**src/rtl/dpc_pkg.sv**
```systemverilog
// dpc_pkg: shared types, phase codes, register indexes and time-of-day helpers
// for the daylight phase classifier; no dependencies

package dpc_pkg;

   // register indexes on the csr port
   localparam int CSR_INDEX_WIDTH = 3;
   localparam logic [CSR_INDEX_WIDTH-1:0] CSR_SUNRISE_HOUR   = 3'd0;
   localparam logic [CSR_INDEX_WIDTH-1:0] CSR_SUNRISE_MINUTE = 3'd1;
   localparam logic [CSR_INDEX_WIDTH-1:0] CSR_SUNSET_HOUR    = 3'd2;
   localparam logic [CSR_INDEX_WIDTH-1:0] CSR_SUNSET_MINUTE  = 3'd3;
   localparam logic [CSR_INDEX_WIDTH-1:0] CSR_RAMP_MINUTES   = 3'd4;
   localparam int CSR_DATA_WIDTH = 6;

   // phase codes
   localparam logic [2:0] PHASE_NIGHT       = 3'd0;
   localparam logic [2:0] PHASE_DAY         = 3'd1;
   localparam logic [2:0] PHASE_RISE_START  = 3'd2;
   localparam logic [2:0] PHASE_RISE_RAMP   = 3'd3;
   localparam logic [2:0] PHASE_SET_START   = 3'd4;
   localparam logic [2:0] PHASE_SET_RAMP    = 3'd5;

   localparam logic [5:0] RAMP_MAX = 6'd59;

   typedef struct packed {
      logic [4:0] h;
      logic [5:0] m;
   } tod_type;

   typedef struct packed {
      logic [4:0] now_hour;
      logic [5:0] now_minute;
   } req_payload_type;

   typedef struct packed {
      logic [2:0] phase;
      logic [5:0] minutes_elapsed;
   } rsp_payload_type;

   typedef struct packed {
      tod_type    rise;
      tod_type    set;
      logic [5:0] ramp;
   } cfg_type;

   // outcome of the window checks, handed to the elapsed-time stage
   typedef struct packed {
      logic       ramp;
      logic       wraps;
      logic [2:0] base_phase;
      tod_type    now;
      tod_type    start;
   } ramp_sel_type;

   // add up to one hour of minutes, one carry each on minute and hour
   function automatic tod_type tod_add(tod_type t, logic [6:0] minutes);
      logic [6:0] add_m;
      logic [1:0] add_h;
      logic [6:0] msum;
      logic [5:0] hsum;
      tod_type    r;
      if (minutes >= 7'd60) begin
         add_h = 2'd1;
         add_m = 7'd0;
      end else begin
         add_h = 2'd0;
         add_m = minutes;
      end
      msum = {1'b0, t.m} + add_m;
      if (msum >= 7'd60) begin
         msum  = msum - 7'd60;
         add_h = add_h + 2'd1;
      end
      hsum = {1'b0, t.h} + {4'd0, add_h};
      if (hsum >= 6'd24) begin
         hsum = hsum - 6'd24;
      end
      r.h = hsum[4:0];
      r.m = msum[5:0];
      return r;
   endfunction

   function automatic logic not_after(tod_type a, tod_type b);
      return (a.h < b.h) || ((a.h == b.h) && (a.m <= b.m));
   endfunction

   function automatic logic in_window(tod_type t, tod_type s, tod_type e);
      logic r;
      if ((t.h < s.h) || (t.h > e.h)) begin
         r = 1'b0;
      end else if (s.h == e.h) begin
         r = (t.m >= s.m) && (t.m < e.m);
      end else if (t.h == s.h) begin
         r = (t.m >= s.m);
      end else if (t.h == e.h) begin
         r = (t.m < e.m);
      end else begin
         r = 1'b1;
      end
      return r;
   endfunction

   // signed minutes since the ramp start, no wrap at 13 bits
   function automatic logic signed [12:0] ramp_elapsed(tod_type now, tod_type start,
                                                       logic wraps);
      logic signed [12:0] nh;
      logic signed [12:0] nm;
      logic signed [12:0] sh;
      logic signed [12:0] sm;
      logic signed [12:0] mid;
      logic signed [12:0] r;
      nh = 13'(now.h);
      nm = 13'(now.m);
      sh = 13'(start.h);
      sm = 13'(start.m);
      mid = (start.h < 5'd23) ? 13'(5'd23 - start.h) : 13'sd0;
      if (now == start) begin
         r = 13'sd0;
      end else if (!wraps) begin
         r = not_after(start, now) ? ((nh - sh) * 13'sd60 + nm - sm) : 13'sd0;
      end else if (not_after(now, start)) begin
         r = nh * 13'sd60 + nm + 13'sd60 - sm + mid * 13'sd60;
      end else begin
         r = (nh - sh) * 13'sd60 + nm - sm;
      end
      return r;
   endfunction

endpackage

```
**src/rtl/dpc_classify.sv**
```systemverilog
// dpc_classify: night/day window and sunrise/sunset ramp window checks
// depends on dpc_pkg

module dpc_classify (
   input  dpc_pkg::cfg_type      cfg,
   input  dpc_pkg::tod_type      now,
   output dpc_pkg::ramp_sel_type sel
);
   import dpc_pkg::*;

   tod_type rise_end;
   tod_type night;
   logic    is_day;
   logic    rise_wrap;
   logic    rise_hit;
   logic    set_wrap;
   logic    set_hit;

   assign rise_end = tod_add(cfg.rise, {1'b0, cfg.ramp});
   assign night    = tod_add(cfg.set, {1'b0, cfg.ramp} + 7'd1);

   // day window may cross midnight, then it is the complement of night..rise
   assign is_day = not_after(night, cfg.rise) ? !in_window(now, night, cfg.rise)
                                              : in_window(now, cfg.rise, night);

   assign rise_wrap = not_after(rise_end, cfg.rise);
   assign rise_hit  = rise_wrap ? !in_window(now, rise_end, cfg.rise)
                                : in_window(now, cfg.rise, rise_end);

   assign set_wrap = not_after(night, cfg.set);
   assign set_hit  = set_wrap ? !in_window(now, night, cfg.set)
                              : in_window(now, cfg.set, night);

   always_comb begin
      sel.now        = now;
      sel.ramp       = 1'b0;
      sel.wraps      = 1'b0;
      sel.start      = cfg.rise;
      sel.base_phase = PHASE_NIGHT;
      if (is_day) begin
         if (rise_hit) begin
            sel.ramp       = 1'b1;
            sel.wraps      = rise_wrap;
            sel.base_phase = PHASE_RISE_START;
         end else if (set_hit) begin
            sel.ramp       = 1'b1;
            sel.wraps      = set_wrap;
            sel.start      = cfg.set;
            sel.base_phase = PHASE_SET_START;
         end else begin
            sel.base_phase = PHASE_DAY;
         end
      end
   end

endmodule

```
**src/rtl/daylight_phase_classifier_core.sv**
```systemverilog
// daylight_phase_classifier_core: top level, csr registers, three-stage pipeline
// depends on dpc_pkg and dpc_classify

// Classifies a time of day (hour, minute) as night, day, sunrise start, sunrise
// ramp, sunset start or sunset ramp against the programmed sunrise and sunset
// times and ramp length, and returns the minutes since the active ramp began
// (zero outside a ramp, clamped to 59). Windows that cross midnight are taken
// as the complement of the other window. Every item passes three registers:
// the input register, the window-check register and the result register, and
// one item is taken every clock cycle while the result side does not stall;
// stalls on the result side ripple back stage by stage through the ready chain.
// Registers are written through the csr port with no wait; a ramp length above
// 59 is stored as 59, and indexes above the last register are ignored. Write
// the registers only while no item is in flight.

module daylight_phase_classifier_core (
   input  logic                                   clock,
   input  logic                                   reset,
   // input channel
   input  logic                                   req_valid,
   output logic                                   req_ready,
   input  dpc_pkg::req_payload_type               req_payload,
   // result channel
   output logic                                   rsp_valid,
   input  logic                                   rsp_ready,
   output dpc_pkg::rsp_payload_type               rsp_payload,
   // register write port
   input  logic                                   csr_write_en,
   input  logic [dpc_pkg::CSR_INDEX_WIDTH-1:0]    csr_index,
   input  logic [dpc_pkg::CSR_DATA_WIDTH-1:0]     csr_wdata
);
   import dpc_pkg::*;

   // configuration registers
   logic [4:0] sunrise_hour_ff;
   logic [5:0] sunrise_minute_ff;
   logic [4:0] sunset_hour_ff;
   logic [5:0] sunset_minute_ff;
   logic [5:0] ramp_minutes_ff;
   cfg_type    cfg;

   // pipeline stages
   logic            s1_valid_ff;
   tod_type         s1_now_ff;
   logic            s2_valid_ff;
   ramp_sel_type    s2_sel_ff;
   ramp_sel_type    s2_sel_in;
   logic            out_valid_ff;
   rsp_payload_type out_payload_ff;
   rsp_payload_type out_payload_in;

   logic out_free;
   logic s2_free;
   logic s1_free;

   logic signed [12:0] raw_elapsed;

   // ---------------------------------------------------------------------
   // register writes, ramp length saturates at 59
   // ---------------------------------------------------------------------
   always_ff @(posedge clock) begin
      if (reset) begin
         sunrise_hour_ff   <= '0;
         sunrise_minute_ff <= '0;
         sunset_hour_ff    <= '0;
         sunset_minute_ff  <= '0;
         ramp_minutes_ff   <= '0;
      end else if (csr_write_en) begin
         case (csr_index)
            CSR_SUNRISE_HOUR:   sunrise_hour_ff   <= csr_wdata[4:0];
            CSR_SUNRISE_MINUTE: sunrise_minute_ff <= csr_wdata;
            CSR_SUNSET_HOUR:    sunset_hour_ff    <= csr_wdata[4:0];
            CSR_SUNSET_MINUTE:  sunset_minute_ff  <= csr_wdata;
            CSR_RAMP_MINUTES:   ramp_minutes_ff   <= (csr_wdata > RAMP_MAX) ? RAMP_MAX
                                                                            : csr_wdata;
            default: ;
         endcase
      end
   end

   assign cfg.rise.h = sunrise_hour_ff;
   assign cfg.rise.m = sunrise_minute_ff;
   assign cfg.set.h  = sunset_hour_ff;
   assign cfg.set.m  = sunset_minute_ff;
   assign cfg.ramp   = ramp_minutes_ff;

   // ---------------------------------------------------------------------
   // flow control: a stage takes new data when it is empty or its item
   // moves on in the same cycle
   // ---------------------------------------------------------------------
   assign out_free  = !out_valid_ff || rsp_ready;
   assign s2_free   = !s2_valid_ff || out_free;
   assign s1_free   = !s1_valid_ff || s2_free;
   assign req_ready = s1_free;

   // stage 1: input register
   always_ff @(posedge clock) begin
      if (reset) begin
         s1_valid_ff <= 1'b0;
      end else if (s1_free) begin
         s1_valid_ff <= req_valid;
      end
   end

   always_ff @(posedge clock) begin
      if (req_valid && s1_free) begin
         s1_now_ff.h <= req_payload.now_hour;
         s1_now_ff.m <= req_payload.now_minute;
      end
   end

   // stage 2: window checks
   dpc_classify u_classify (
      .cfg (cfg),
      .now (s1_now_ff),
      .sel (s2_sel_in)
   );

   always_ff @(posedge clock) begin
      if (reset) begin
         s2_valid_ff <= 1'b0;
      end else if (s2_free) begin
         s2_valid_ff <= s1_valid_ff;
      end
   end

   always_ff @(posedge clock) begin
      if (s2_free && s1_valid_ff) begin
         s2_sel_ff <= s2_sel_in;
      end
   end

   // stage 3: elapsed minutes, start vs ramp phase, clamp
   assign raw_elapsed = ramp_elapsed(s2_sel_ff.now, s2_sel_ff.start, s2_sel_ff.wraps);

   always_comb begin
      out_payload_in.phase           = s2_sel_ff.base_phase;
      out_payload_in.minutes_elapsed = '0;
      if (s2_sel_ff.ramp) begin
         if (raw_elapsed > 13'sd0) begin
            out_payload_in.phase = 3'(s2_sel_ff.base_phase + 3'd1);
         end
         if (raw_elapsed < 13'sd0) begin
            out_payload_in.minutes_elapsed = '0;
         end else if (raw_elapsed > 13'sd59) begin
            out_payload_in.minutes_elapsed = RAMP_MAX;
         end else begin
            out_payload_in.minutes_elapsed = raw_elapsed[5:0];
         end
      end
   end

   always_ff @(posedge clock) begin
      if (reset) begin
         out_valid_ff <= 1'b0;
      end else if (out_free) begin
         out_valid_ff <= s2_valid_ff;
      end
   end

   always_ff @(posedge clock) begin
      if (out_free && s2_valid_ff) begin
         out_payload_ff <= out_payload_in;
      end
   end

   assign rsp_valid   = out_valid_ff;
   assign rsp_payload = out_payload_ff;

   // ---------------------------------------------------------------------
   // checks
   // ---------------------------------------------------------------------

   // stored ramp length never exceeds the saturation value
   a_ramp_saturated: assert property (@(posedge clock) disable iff (reset)
      ramp_minutes_ff <= RAMP_MAX)
      else $error("ramp length register above saturation value");

   // night and day carry no elapsed minutes, nor do the start phases
   a_no_elapsed_outside_ramp: assert property (@(posedge clock) disable iff (reset)
      rsp_valid && (rsp_payload.phase == PHASE_NIGHT || rsp_payload.phase == PHASE_DAY ||
                    rsp_payload.phase == PHASE_RISE_START ||
                    rsp_payload.phase == PHASE_SET_START)
      |-> rsp_payload.minutes_elapsed == 6'd0)
      else $error("elapsed minutes set outside a running ramp");

   // a running ramp has at least one minute elapsed
   a_ramp_nonzero: assert property (@(posedge clock) disable iff (reset)
      rsp_valid && (rsp_payload.phase == PHASE_RISE_RAMP ||
                    rsp_payload.phase == PHASE_SET_RAMP)
      |-> rsp_payload.minutes_elapsed != 6'd0)
      else $error("ramp phase with zero elapsed minutes");

   // a blocked middle stage keeps its item
   a_s2_holds: assert property (@(posedge clock) disable iff (reset)
      s2_valid_ff && !out_free |=> s2_valid_ff && $stable(s2_sel_ff))
      else $error("window-check stage lost or changed a stalled item");

   // a blocked input stage keeps its item
   a_s1_holds: assert property (@(posedge clock) disable iff (reset)
      s1_valid_ff && !s2_free |=> s1_valid_ff && $stable(s1_now_ff))
      else $error("input stage lost or changed a stalled item");

endmodule

```
**config.mk**
```make
export PLATFORM = sky130hd
export DESIGN_NAME = daylight_phase_classifier_core
export DESIGN_NICKNAME = d
export VERILOG_FILES = /design/src/rtl/dpc_pkg.sv /design/src/rtl/dpc_classify.sv /design/src/rtl/daylight_phase_classifier_core.sv
export SDC_FILE = /design/constraint.sdc
export NUM_CORES = 1
export LEC_CHECK = 0
export ABC_AREA = 1
export BUFFER_PORTS_ARGS = -buffer_cell sky130_fd_sc_hd__buf_2
export CAP_MARGIN = 40
export CORE_UTILIZATION = 35
export CTS_CLUSTER_SIZE = 25
export DETAILED_ROUTE_END_ITERATION = 7
export GPL_TIMING_DRIVEN = 0
export SYNTH_ARGS = -nofsm -noshare
export SYNTH_HDL_FRONTEND = slang
export SYNTH_SLANG_ARGS = --single-unit
```
**constraint.sdc**
```tcl
create_clock -name clock -period 6 [get_ports clock]
set_clock_uncertainty 0.2 [all_clocks]
set_input_delay 0.6 -clock clock [delete_from_list [all_inputs] [get_ports clock]]
set_output_delay 0.6 -clock clock [all_outputs]
set_load 0.02 [all_outputs]
```
==> results of run 1 <==
[path summary, 6_finish.rpt]
path / startpoint / end / cells past startpoint
max: ramp_minutes_ff[0] / s2_sel_ff[10] / 36
min: req_payload[4] / s1_now_ff[4] / 1
max reg2reg: ramp_minutes_ff[0] / s2_sel_ff[10] / 36
min reg2reg: s2_valid_ff / rsp_valid / 2
[power breakdown]
group          switching, mW  internal (mW)
clock                  0.244          0.288
combinational           2.96           2.28
sequential            0.0335          0.632
total                   3.24           3.20
[kinds of logic (layout without fill, tap and decap cells)]
kind of cell	after synthesis	count (layout)	synth area share, %
xor+xnor	58	58	5.20
mux	2	2	0.205
simple gates	405	405	17.6
other cells	1	3	0.0384
fa+ha+maj	228	228	32.3
compound gates	239	239	13.8
flops	78	78	20.8
buf+inv	258	372	10.0
[registers in the layout, indices dropped and copies added, names as in the netlist]
| register | count |
|---|---|
| s2_sel_ff | 27 |
| s1_now_ff | 11 |
| rsp_payload | 9 |
| ramp_minutes_ff | 6 |
| sunrise_minute_ff | 6 |
| sunset_minute_ff | 6 |
| sunrise_hour_ff | 5 |
| sunset_hour_ff | 5 |
| rsp_valid | 1 |
| s1_valid_ff | 1 |
| s2_valid_ff | 1 |
[through the flow]
step           TNS (ps)  cell area (µm²)  power (mW)  std cells  hold WS (ps)
2_1_floorplan         0             9830        3.70       1271           226
3_3_place_gp     -17090            10500        4.41       1678           237
3_5_place_dp     -20640            10500        4.47       1679           263
4_1_cts           -4210            11600        5.54       1732           206
5_1_grt          -11170            12300        7.11       1757           208
6_report          -4200            12300        6.43       1757           215
[cells in the final DEF, fill, tap and decap left out, types with 4 or more instances in the layout]
| cell | instances |
|---|---|
| dfxtp_1 | 25 |
| inv_1 | 218 |
| o21ai_1 | 7 |
| xor2_2 | 4 |
| nor2_1 | 73 |
| nand2_1 | 176 |
| nor2_4 | 8 |
| ha_4 | 28 |
| fa_2 | 6 |
| a21o_1 | 10 |
| nand3_1 | 56 |
| xor2_1 | 34 |
| nand2_2 | 29 |
| or2_2 | 4 |
| nand4_1 | 9 |
| inv_2 | 26 |
| buf_2 | 35 |
| nor3_1 | 11 |
| clkbuf_16 | 9 |
| nand3_2 | 7 |
| nor2_2 | 8 |
| dfxtp_4 | 4 |
| o21ai_0 | 51 |
| xnor2_2 | 5 |
| buf_6 | 8 |
| a21oi_1 | 89 |
| ha_1 | 154 |
| edfxtp_1 | 47 |
| xnor2_1 | 15 |
| clkbuf_1 | 4 |
| buf_4 | 55 |
| a21oi_2 | 24 |
| ha_2 | 6 |
| o21ai_2 | 20 |
| nand2_4 | 5 |
| o211ai_1 | 6 |
| fa_1 | 34 |
| inv_6 | 4 |
| inv_4 | 5 |
[worst max-delay path: cells and delay by family (launching register included)]
family,cells,cell delay (ps)
AOI/OAI and AO/OA,5,920
xor gates and xnor gates,3,580
adders and majority gates,8,1940
buffers and inverters,5,380
DFF,1,370
muxes,1,280
and+or+nand+nor,14,1380
[layout make-up]
type | instances | area, µm² | share of cell area [%]
Multi-Input combinational cell | 935 | 7770 | 63.2
Clock buffer | 9 | 225 | 1.83
Inverter | 251 | 960 | 7.81
Tap cell | 372 | 465 | 3.79
Sequential cell | 78 | 2050 | 16.7
Buffer | 7 | 52.6 | 0.428
Timing Repair Buffer | 98 | 703 | 5.72
Clock inverter | 7 | 61.3 | 0.499
[repair_timing]
action	in CTS	in global routing
pin swaps	63	90
gates resized for setup	126	121
gates cloned	1	0
setup endpoints to repair	25	25
hold buffers	0	0
setup buffers	36	25
[metal layers]
layer	global-route usage (%)	part of all wire, %	up-vias	wire length, µm
met5	0	0	-	0
met4	5.72	2.5	0	610
met3	1.94	2.5	40	611
met2	31.8	51	128	12500
met1	20.6	44	3980	10600
li1	-	-	4424	-
==> summary.txt, run 1 <==
Power and ir drop
  • Worst vdd ir: 0.000406 V
  • P_leak: 5.93 nW
  • Pwr per Cell Area: 524 mW/mm²

Die
  • Core region area: 0.0272 mm²
  • Die Area: 0.0286 mm²
  • Initial Utilization: 36.0%
  • Cell row count: 60
  • Die Wd: 169 µm
  • Die height: 169 µm
  • Number of primary I/O pins: 36

Clock tree
  • Buffer depth of the longest clock path: 2
  • Htree depth: 3
  • Inserted Clock Buffers: 9
  • Clock-pin transition on the worst setup and hold timing paths: 70 ps
  • Clock sink count: 78
  • Root buffer cell: clkbuf_16
  • Worst-Skew Late Latency: 360 ps
  • CTS tree: done

Global route
  • Grt total ovfl: 0
  • Antenna violations before repair: 0
  • First-pass GRT wire length: 39500 µm
  • Vias in the first global route: 8488
  • Pin count of the biggest net entering global routing: 23
  • Gr usage total: 17.2%

Worst setup path
  • Arr. time, crit path: 6250 ps
  • Cell repeated most along the worst path: ha_4
  • Slowest cell on the critical path: dfxtp_4
  • Req. time, crit path: 5900 ps
  • Crit Path Class: reg -> reg
  • Startpoint Class: register
  • Largest fanout on the critical path: 5
  • Crit. End Element: register
  • Max incr delay on CP: 370 ps
  • R2r setup slk: -350 ps

Status
  • Outcome: complete, but fails checks
  • Failing checks: negative setup slack

Logic synthesis
  • Post-Syn Area: 0.00977 mm²
  • Synth cell types: 60
  • Syn Area/Cell: 7.70 µm²
  • Commonest cells in the netlist: inv_1, nand2_1, ha_1
  • Post-synth top flop: edfxtp_1
  • Area leader, netlist: ha_1
  • Yosys warnings: 0
  • Most common cell in the netlist: inv_1
  • Post-synth EDFFs: 47
  • Top cell type's share of synthesized area: 24.1%
  • Synth area leaders: ha_1, edfxtp_1, inv_1, fa_1, nand2_1
  • Synth Register Bits: 78
  • Asr flop ratio synth: 0%
  • Cells after Synth: 1269
  • Register area share after synthesis: 20.8%

Layout
  • Nets: 1633
  • Fill cells: 2676
  • N_diodes: 0
  • Final core occ: 45.2%
  • Synth-to-Final Area Change: 25.7%
  • Share of layout cells above drive strength 1: 24.0%

Timing
  • Final Hold Vio Count: 0
  • Fin crit period: 6350 ps
  • FMAX: 157 MHz
  • Final Slew Violations: 0
  • Slew margin rel.: 43.2%
  • Tcrit/Tclk final: 106%
  • Slew @ Worst Pin: 851 ps
  • Final WS setup: -351 ps
  • RSZ-0062 raised after global routing: true
  • Final Setup Violations: 16

Flow run
  • Max Cap Viol: 0

Route
  • DR pass1 iterations: 5
  • Final WL: 24400 µm
  • DR vias: 8572
  • Routed wire per std cell: 13.9 µm
  • Starting DRT DRC Count: 368
  • Via density: 4.88
  • Remaining DRCs: 0
  • Number of routed nets with antenna violations: 0

Placement
  • Port Buf Inserts: 35
  • DP HPWL: 19300 µm
  • Global placement routability congestion: 0.860
  • Setup Slack @ Placement: -1040 ps

Min path
  • Tightest Hold Check Type: in -> reg
No activity file was read; power rests on OpenSTA's default activity.
==> inputs of run 2 (changes only) <==
--- a/config.mk
+++ b/config.mk
@@ -7,11 +7,12 @@
 export LEC_CHECK = 0
 export ABC_AREA = 1
 export BUFFER_PORTS_ARGS = -buffer_cell sky130_fd_sc_hd__buf_2
-export CAP_MARGIN = 40
+export CAP_MARGIN = 25
 export CORE_UTILIZATION = 35
 export CTS_CLUSTER_SIZE = 25
 export DETAILED_ROUTE_END_ITERATION = 7
 export GPL_TIMING_DRIVEN = 0
+export MAX_ROUTING_LAYER = met4
 export SYNTH_ARGS = -nofsm -noshare
 export SYNTH_HDL_FRONTEND = slang
 export SYNTH_SLANG_ARGS = --single-unit
==> summary.txt, run 2 (same netlist as run 1, synthesis figures left out) <==
Status
  • Failing checks: negative setup slack
  • Outcome: complete, but fails checks

Worst setup path
  • Startpoint Class: register
  • R2r setup slk: -260 ps (+100 ps)
  • Cell family with most CP delay: simple AND/OR/NAND/NOR gates
  • Cell repeated most along the worst path: nand2_2
  • Buf/Inv on CP: 6 (+1)
  • Crit. End Element: register
  • Req. time, crit path: 5910 ps (about the same)
  • Depth of the most critical reg-to-reg path: 37 (+2.8%)
  • Arr. time, crit path: 6160 ps (-90 ps)
  • Largest fanout on the critical path: 6 (+1)
  • Crit Path Class: reg -> reg
  • Slowest cell on the critical path: dfxtp_4
  • Critical path depth in cells: 37 (+2.8%)
  • Max incr delay on CP: 390 ps (+20 ps)

Placement
  • Placed cell areas: 0.0105 mm² (-0.26%)
  • Port Buf Inserts: 35 (unchanged)
  • DP HPWL: 19300 µm (+0.32%)
  • Global placement routability congestion: 0.874 (+1.6%)

Timing
  • Final Setup Violations: 14 (-2)
  • Final WS setup: -256 ps (+95.3 ps)
  • Tcrit/Tclk final: 104% (-1.6 points)
  • Fin crit period: 6260 ps (-95.3 ps)
  • Final Slew Violations: 0 (unchanged)
  • RSZ-0062 raised after global routing: true
  • Slew @ Worst Pin: 952 ps (+101 ps)
  • Final Hold Vio Count: 0 (unchanged)
  • Slew margin rel.: 36.4% (-6.8 points)
  • FMAX: 160 MHz (+1.5%)

Route
  • Via density: 4.95 (+1.4%)
  • DR vias: 8623 (+0.59%)
  • DR pass1 iterations: 5 (unchanged)
  • Remaining DRCs: 0 (unchanged)
  • Starting DRT DRC Count: 418 (+14%)
  • Number of routed nets with antenna violations: 0 (unchanged)
  • Final WL: 24400 µm (-0.14%)
  • Routed wire per std cell: 14.0 µm (+0.67%)

Clock tree
  • Clock-pin transition on the worst setup and hold timing paths: 70 ps (about the same)
  • Worst-Skew Late Latency: 360 ps (about the same)
  • Root buffer cell: clkbuf_16
  • Inserted Clock Buffers: 9 (unchanged)
  • Buffer depth of the longest clock path: 2 (unchanged)
  • Clock sink count: 78 (unchanged)
  • Htree depth: 3 (unchanged)
  • Number of hold buffers added after cts: 0 (unchanged)
  • CTS tree: done

Min path
  • Min-Delay Path Depth: 1 (unchanged)
  • Tightest Hold Check Type: in -> reg

Layout
  • Commonest non-fill, non-tap cell in the layout: inv_1
  • Area of the multi-input gates: 0.00773 mm² (-0.58%)
  • Fill cells: 2715 (+1.5%)
  • Share of layout cells above drive strength 1: 22.1% (-1.9 points)
  • Storage cell area: 0.00205 mm² (about the same)
  • Final Instance Area: 0.0121 mm² (-1.5%)
  • Nets: 1619 (-0.86%)
  • Most frequent cells in the layout: inv_1, nand2_1, ha_1, a21oi_1, nor2_1
  • Top reg by flops: s2_sel_ff
  • N_diodes: 0 (unchanged)
  • Synth-to-Final Area Change: 23.9%
  • Max FFs per register: 27 (unchanged)

Die
  • Die Area: 0.0286 mm² (unchanged)
  • Number of primary I/O pins: 36 (unchanged)
  • Core region area: 0.0272 mm² (unchanged)
  • Cell row count: 60 (unchanged)
  • Die height: 169 µm (unchanged)
  • Initial Utilization: 36.0% (unchanged)
  • Die Wd: 169 µm (unchanged)

Power and ir drop
  • Reg power frac: 10.8% (+0.5 points)
  • Gate power share: 80.6% (-0.8 points)
  • Worst vdd ir: 0.000411 V (+1.3%)
  • Final Total Pwr: 6.18 mW (-4.0%)
  • Sw Pwr: 3.12 mW (-3.5%)
  • P_leak: 5.84 nW (-1.6%)
  • Pint: 3.05 mW (-4.5%)
  • Clk pwr share: 8.6% (+0.3 points)
  • Switch share: 50.5% (+0.26 points)
  • Pwr per Cell Area: 510 mW/mm² (-2.5%)

Global route
  • First-pass GRT wire length: 39900 µm (+1.0%)
  • Pin count of the biggest net entering global routing: 28 (+22%)
  • Grt total ovfl: 0 (unchanged)
  • Vias in the first global route: 8502 (+0.16%)
  • Antenna violations before repair: 0 (unchanged)
  • Gr usage total: 18.0% (+0.77 points)

Flow run
  • Max Cap Viol: 0 (unchanged)
==> run 2: cell types whose count changed in the layout (fill, tap and decap cells not counted), sizes merged <==
cell,before,now
buf,101,87
==> run 2: layout make-up <==
type | instances | area share [%]
clock inverters | 7 | 0.507
repair buffers | 84 | 4.71
plain buffers | 7 | 0.403
clock buffers | 9 | 1.86
flip-flops and latches | 78 | 16.9
multi-input cells | 935 | 63.8
well taps | 372 | 3.85
inverters | 251 | 7.91
==> run 2: path summary, 6_finish.rpt <==
check | start | end
hold reg to reg | s1_now_ff[0] | s2_sel_ff[11]
setup / recovery | ramp_minutes_ff[3] | s2_sel_ff[2]
setup reg to reg | ramp_minutes_ff[3] | s2_sel_ff[2]
hold / removal | req_payload[4] | s1_now_ff[4]
==> run 2: power by group through the flow <==
stage	logic [mW]	clock network [mW]	registers [mW]
5_1_grt	5.57	0.563	0.670
3_5_place_dp	3.80	0	0.677
6_report	4.98	0.530	0.666
2_1_floorplan	3.02	0	0.679
4_1_cts	4.37	0.539	0.665
3_3_place_gp	3.74	0	0.676
==> run 2: per-stage QoR <==
step / utilization, % / TNS [ps] / setup slack [ps] / hold slack [ps] / cells
after global placement: 38.5 / -17090 / -860 / 237 / 1678
after CTS: 42.3 / -3910 / -329 / 210 / 1726
after global routing: 44.5 / -10560 / -643 / 202 / 1743
after floorplan: - / 0 / 11.6 / 226 / 1271
after detailed placement: 38.5 / -21060 / -1030 / 246 / 1678
final: 44.5 / -2750 / -256 / 213 / 1743
==> run 2: per-layer routing <==
metal  part of all wire (%)  GRT usage [%]  up-vias
met1                     43           20.9     4022
met3                    3.6           2.64       54
li1                       -              -     4397
met4                    3.1           5.68        0
met2                     50           31.8      150
met5                      0              -        -
==> run 2: timing repair <==
| action | CTS | global route |
|---|---|---|
| endpoints found under the hold margin | 0 | 0 |
| cloned | 2 | 0 |
| pin swaps | 57 | 86 |
| resized for setup | 115 | 113 |
| endpoints found under the setup margin | 25 | 25 |
| buffers inserted | 30 | 18 |
==> inputs of run 3 (changes only) <==
==> constraint.sdc (replaced) <==
create_clock -name clock -period 5.1 [get_ports clock]
set_clock_uncertainty 0.2 [all_clocks]
set_input_delay 0.51 -clock clock [delete_from_list [all_inputs] [get_ports clock]]
set_output_delay 0.51 -clock clock [all_outputs]
set_load 0.02 [all_outputs]
==> summary.txt, run 3 (same netlist as run 1, synthesis figures left out) <==
Worst setup path
  • Req. time, crit path: 4990 ps (-920 ps)
  • Arr. time, crit path: 6210 ps (+50 ps)
  • Crit. End Element: register
  • Startpoint Class: register
  • Slowest cell on the critical path: fa_2
  • Depth of the most critical reg-to-reg path: 35 (-5.4%)
  • Largest fanout on the critical path: 6 (unchanged)
  • Max incr delay on CP: 380 ps (about the same)
  • Crit Path Class: reg -> reg
  • Cell repeated most along the worst path: ha_4

Route
  • DR pass1 iterations: 5 (unchanged)
  • Remaining DRCs: 0 (unchanged)
  • Routed wire per std cell: 13.7 µm (-1.7%)
  • Via density: 4.85 (-2.0%)
  • DR vias: 8472 (-1.8%)
  • Final WL: 24000 µm (-1.4%)
  • Starting DRT DRC Count: 278 (-33%)
  • Number of routed nets with antenna violations: 0 (unchanged)

Layout
  • N_diodes: 0 (unchanged)
  • Nets: 1624 (+0.31%)
  • Commonest non-fill, non-tap cell in the layout: inv_1
  • Most frequent cells in the layout: inv_1, nand2_1, ha_1, a21oi_1, nor2_1
  • Synth-to-Final Area Change: 25.6%
  • Final core occ: 45.2% (+0.64 points)
  • Share of layout cells above drive strength 1: 22.6% (+0.50 points)
  • Max FFs per register: 27 (unchanged)
  • Top reg by flops: s2_sel_ff

Status
  • Outcome: complete, but fails checks
  • Failing checks: negative setup slack

Timing
  • Hold_ws: 127 ps (-85.5 ps)
  • Final WS setup: -1230 ps (-971 ps)
  • Fin crit period: 6330 ps (+70.7 ps)
  • RSZ-0062 raised after global routing: true
  • Final Slew Violations: 0 (unchanged)
  • Slew @ Worst Pin: 956 ps (+3.45 ps)
  • Slew margin rel.: 36.2% (-0.23 points)
  • Tcrit/Tclk final: 124% (+20 points)
  • FMAX: 158 MHz (-1.1%)
  • Final Setup Violations: 25 (+11)
  • Final Hold Vio Count: 0 (unchanged)

Global route
  • Grt total ovfl: 0 (unchanged)
  • Vias in the first global route: 8172 (-3.9%)
  • Pin count of the biggest net entering global routing: 28 (unchanged)
  • First-pass GRT wire length: 38700 µm (-3.1%)
  • Gr usage total: 17.5% (-0.49 points)
  • Antenna violations before repair: 0 (unchanged)

Placement
  • Port Buf Inserts: 35 (unchanged)
  • Global placement routability congestion: 0.886 (+1.4%)
  • DP HPWL: 19300 µm (-0.20%)

Clock tree
  • Inserted Clock Buffers: 9 (unchanged)
  • CTS tree: done
  • Clock-pin transition on the worst setup and hold timing paths: 70 ps (about the same)
  • Worst-Skew Late Latency: 360 ps (about the same)
  • Buffer depth of the longest clock path: 2 (unchanged)
  • Root buffer cell: clkbuf_16
  • Clock sink count: 78 (unchanged)
  • Htree depth: 3 (unchanged)
  • Number of hold buffers added after cts: 0 (unchanged)

Flow run
  • Max Cap Viol: 0 (unchanged)

Die
  • Die Area: 0.0286 mm² (unchanged)
  • Cell row count: 60 (unchanged)
  • Number of primary I/O pins: 36 (unchanged)
  • Die Wd: 169 µm (unchanged)
  • Initial Utilization: 36.0% (unchanged)
  • Die height: 169 µm (unchanged)
  • Core region area: 0.0272 mm² (unchanged)

Power and ir drop
  • Worst vdd ir: 0.000475 V (+16%)
  • Pwr per Cell Area: 598 mW/mm² (+17%)
  • P_leak: 5.88 nW (+0.79%)

Min path
  • Min-Delay Path Depth: 1 (unchanged)
  • Tightest Hold Check Type: in -> reg
run 3: cell count changes in the layout (fill, tap and decap cells not counted), sizes merged:
cell / before / now
buf: 87 / 92
bufinv: 0 / 1
clkinvlp: 2 / 1
run 3: timing repair:
action                                  4_1_cts  5_1_grt
pin swaps                                    60       69
endpoints found under the setup margin       25       25
setup buffers                                36       17
gates resized for setup                     105       87
cloned                                        2        0
run 3: area by class of cell:
type	count	area, µm²
fillers	2719	14900
multi-input cells	935	7840
inverters	251	962
clock inverters	7	86.3
repair buffers	89	603
plain buffers	7	48.8
flip-flops and latches	78	2040
clock buffers	9	225
well taps	372	465
run 3: worst paths after layout:
kind	end	slack [ps]	startpoint
setup / recovery	s2_sel_ff[9]	-1230	ramp_minutes_ff[0]
hold / removal	s1_now_ff[4]	130	req_payload[4]
setup reg to reg	s2_sel_ff[9]	-1230	ramp_minutes_ff[0]
hold reg to reg	s2_sel_ff[11]	260	s1_now_ff[0]
run 3: worst max-delay path: cells and delay by family, from the launching register on:
kind	cells	cell delay, ps
compound gates	6	800
flops	1	370
xor+xnor	3	570
simple gates	13	1530
fa+ha+maj	8	2030
buf+inv	5	510
run 3: where the power goes:
group          internal (mW)  leakage, nW  switching, mW
Combinational           2.56         5.03           3.33
Sequential             0.744        0.705         0.0389
Clock                  0.390        0.150          0.284
Total                   3.69         5.88           3.65
run 3: metrics by stage:
step / total power, mW / TNS, ps / setup WS (ps) / instance area, µm² / instances
floorplan: 4.80 / -14950 / -816 / 10100 / 1271
global placement: 5.66 / -34050 / -1700 / 10700 / 1678
detailed placement: 5.71 / -35900 / -1800 / 10700 / 1678
CTS: 7.06 / -23930 / -1160 / 11700 / 1731
global route: 8.13 / -31820 / -1470 / 12300 / 1748
finish: 7.34 / -25110 / -1230 / 12300 / 1748
run 3: routing by layer:
metal  global-route usage (%)  vias up  routed length, µm
li1                         -     4404                  -
met4                     4.54        0                436
met1                     20.4     3942              10800
met2                     31.6      100              12200
met3                     2.13       26                572
met5                        -        -                  0
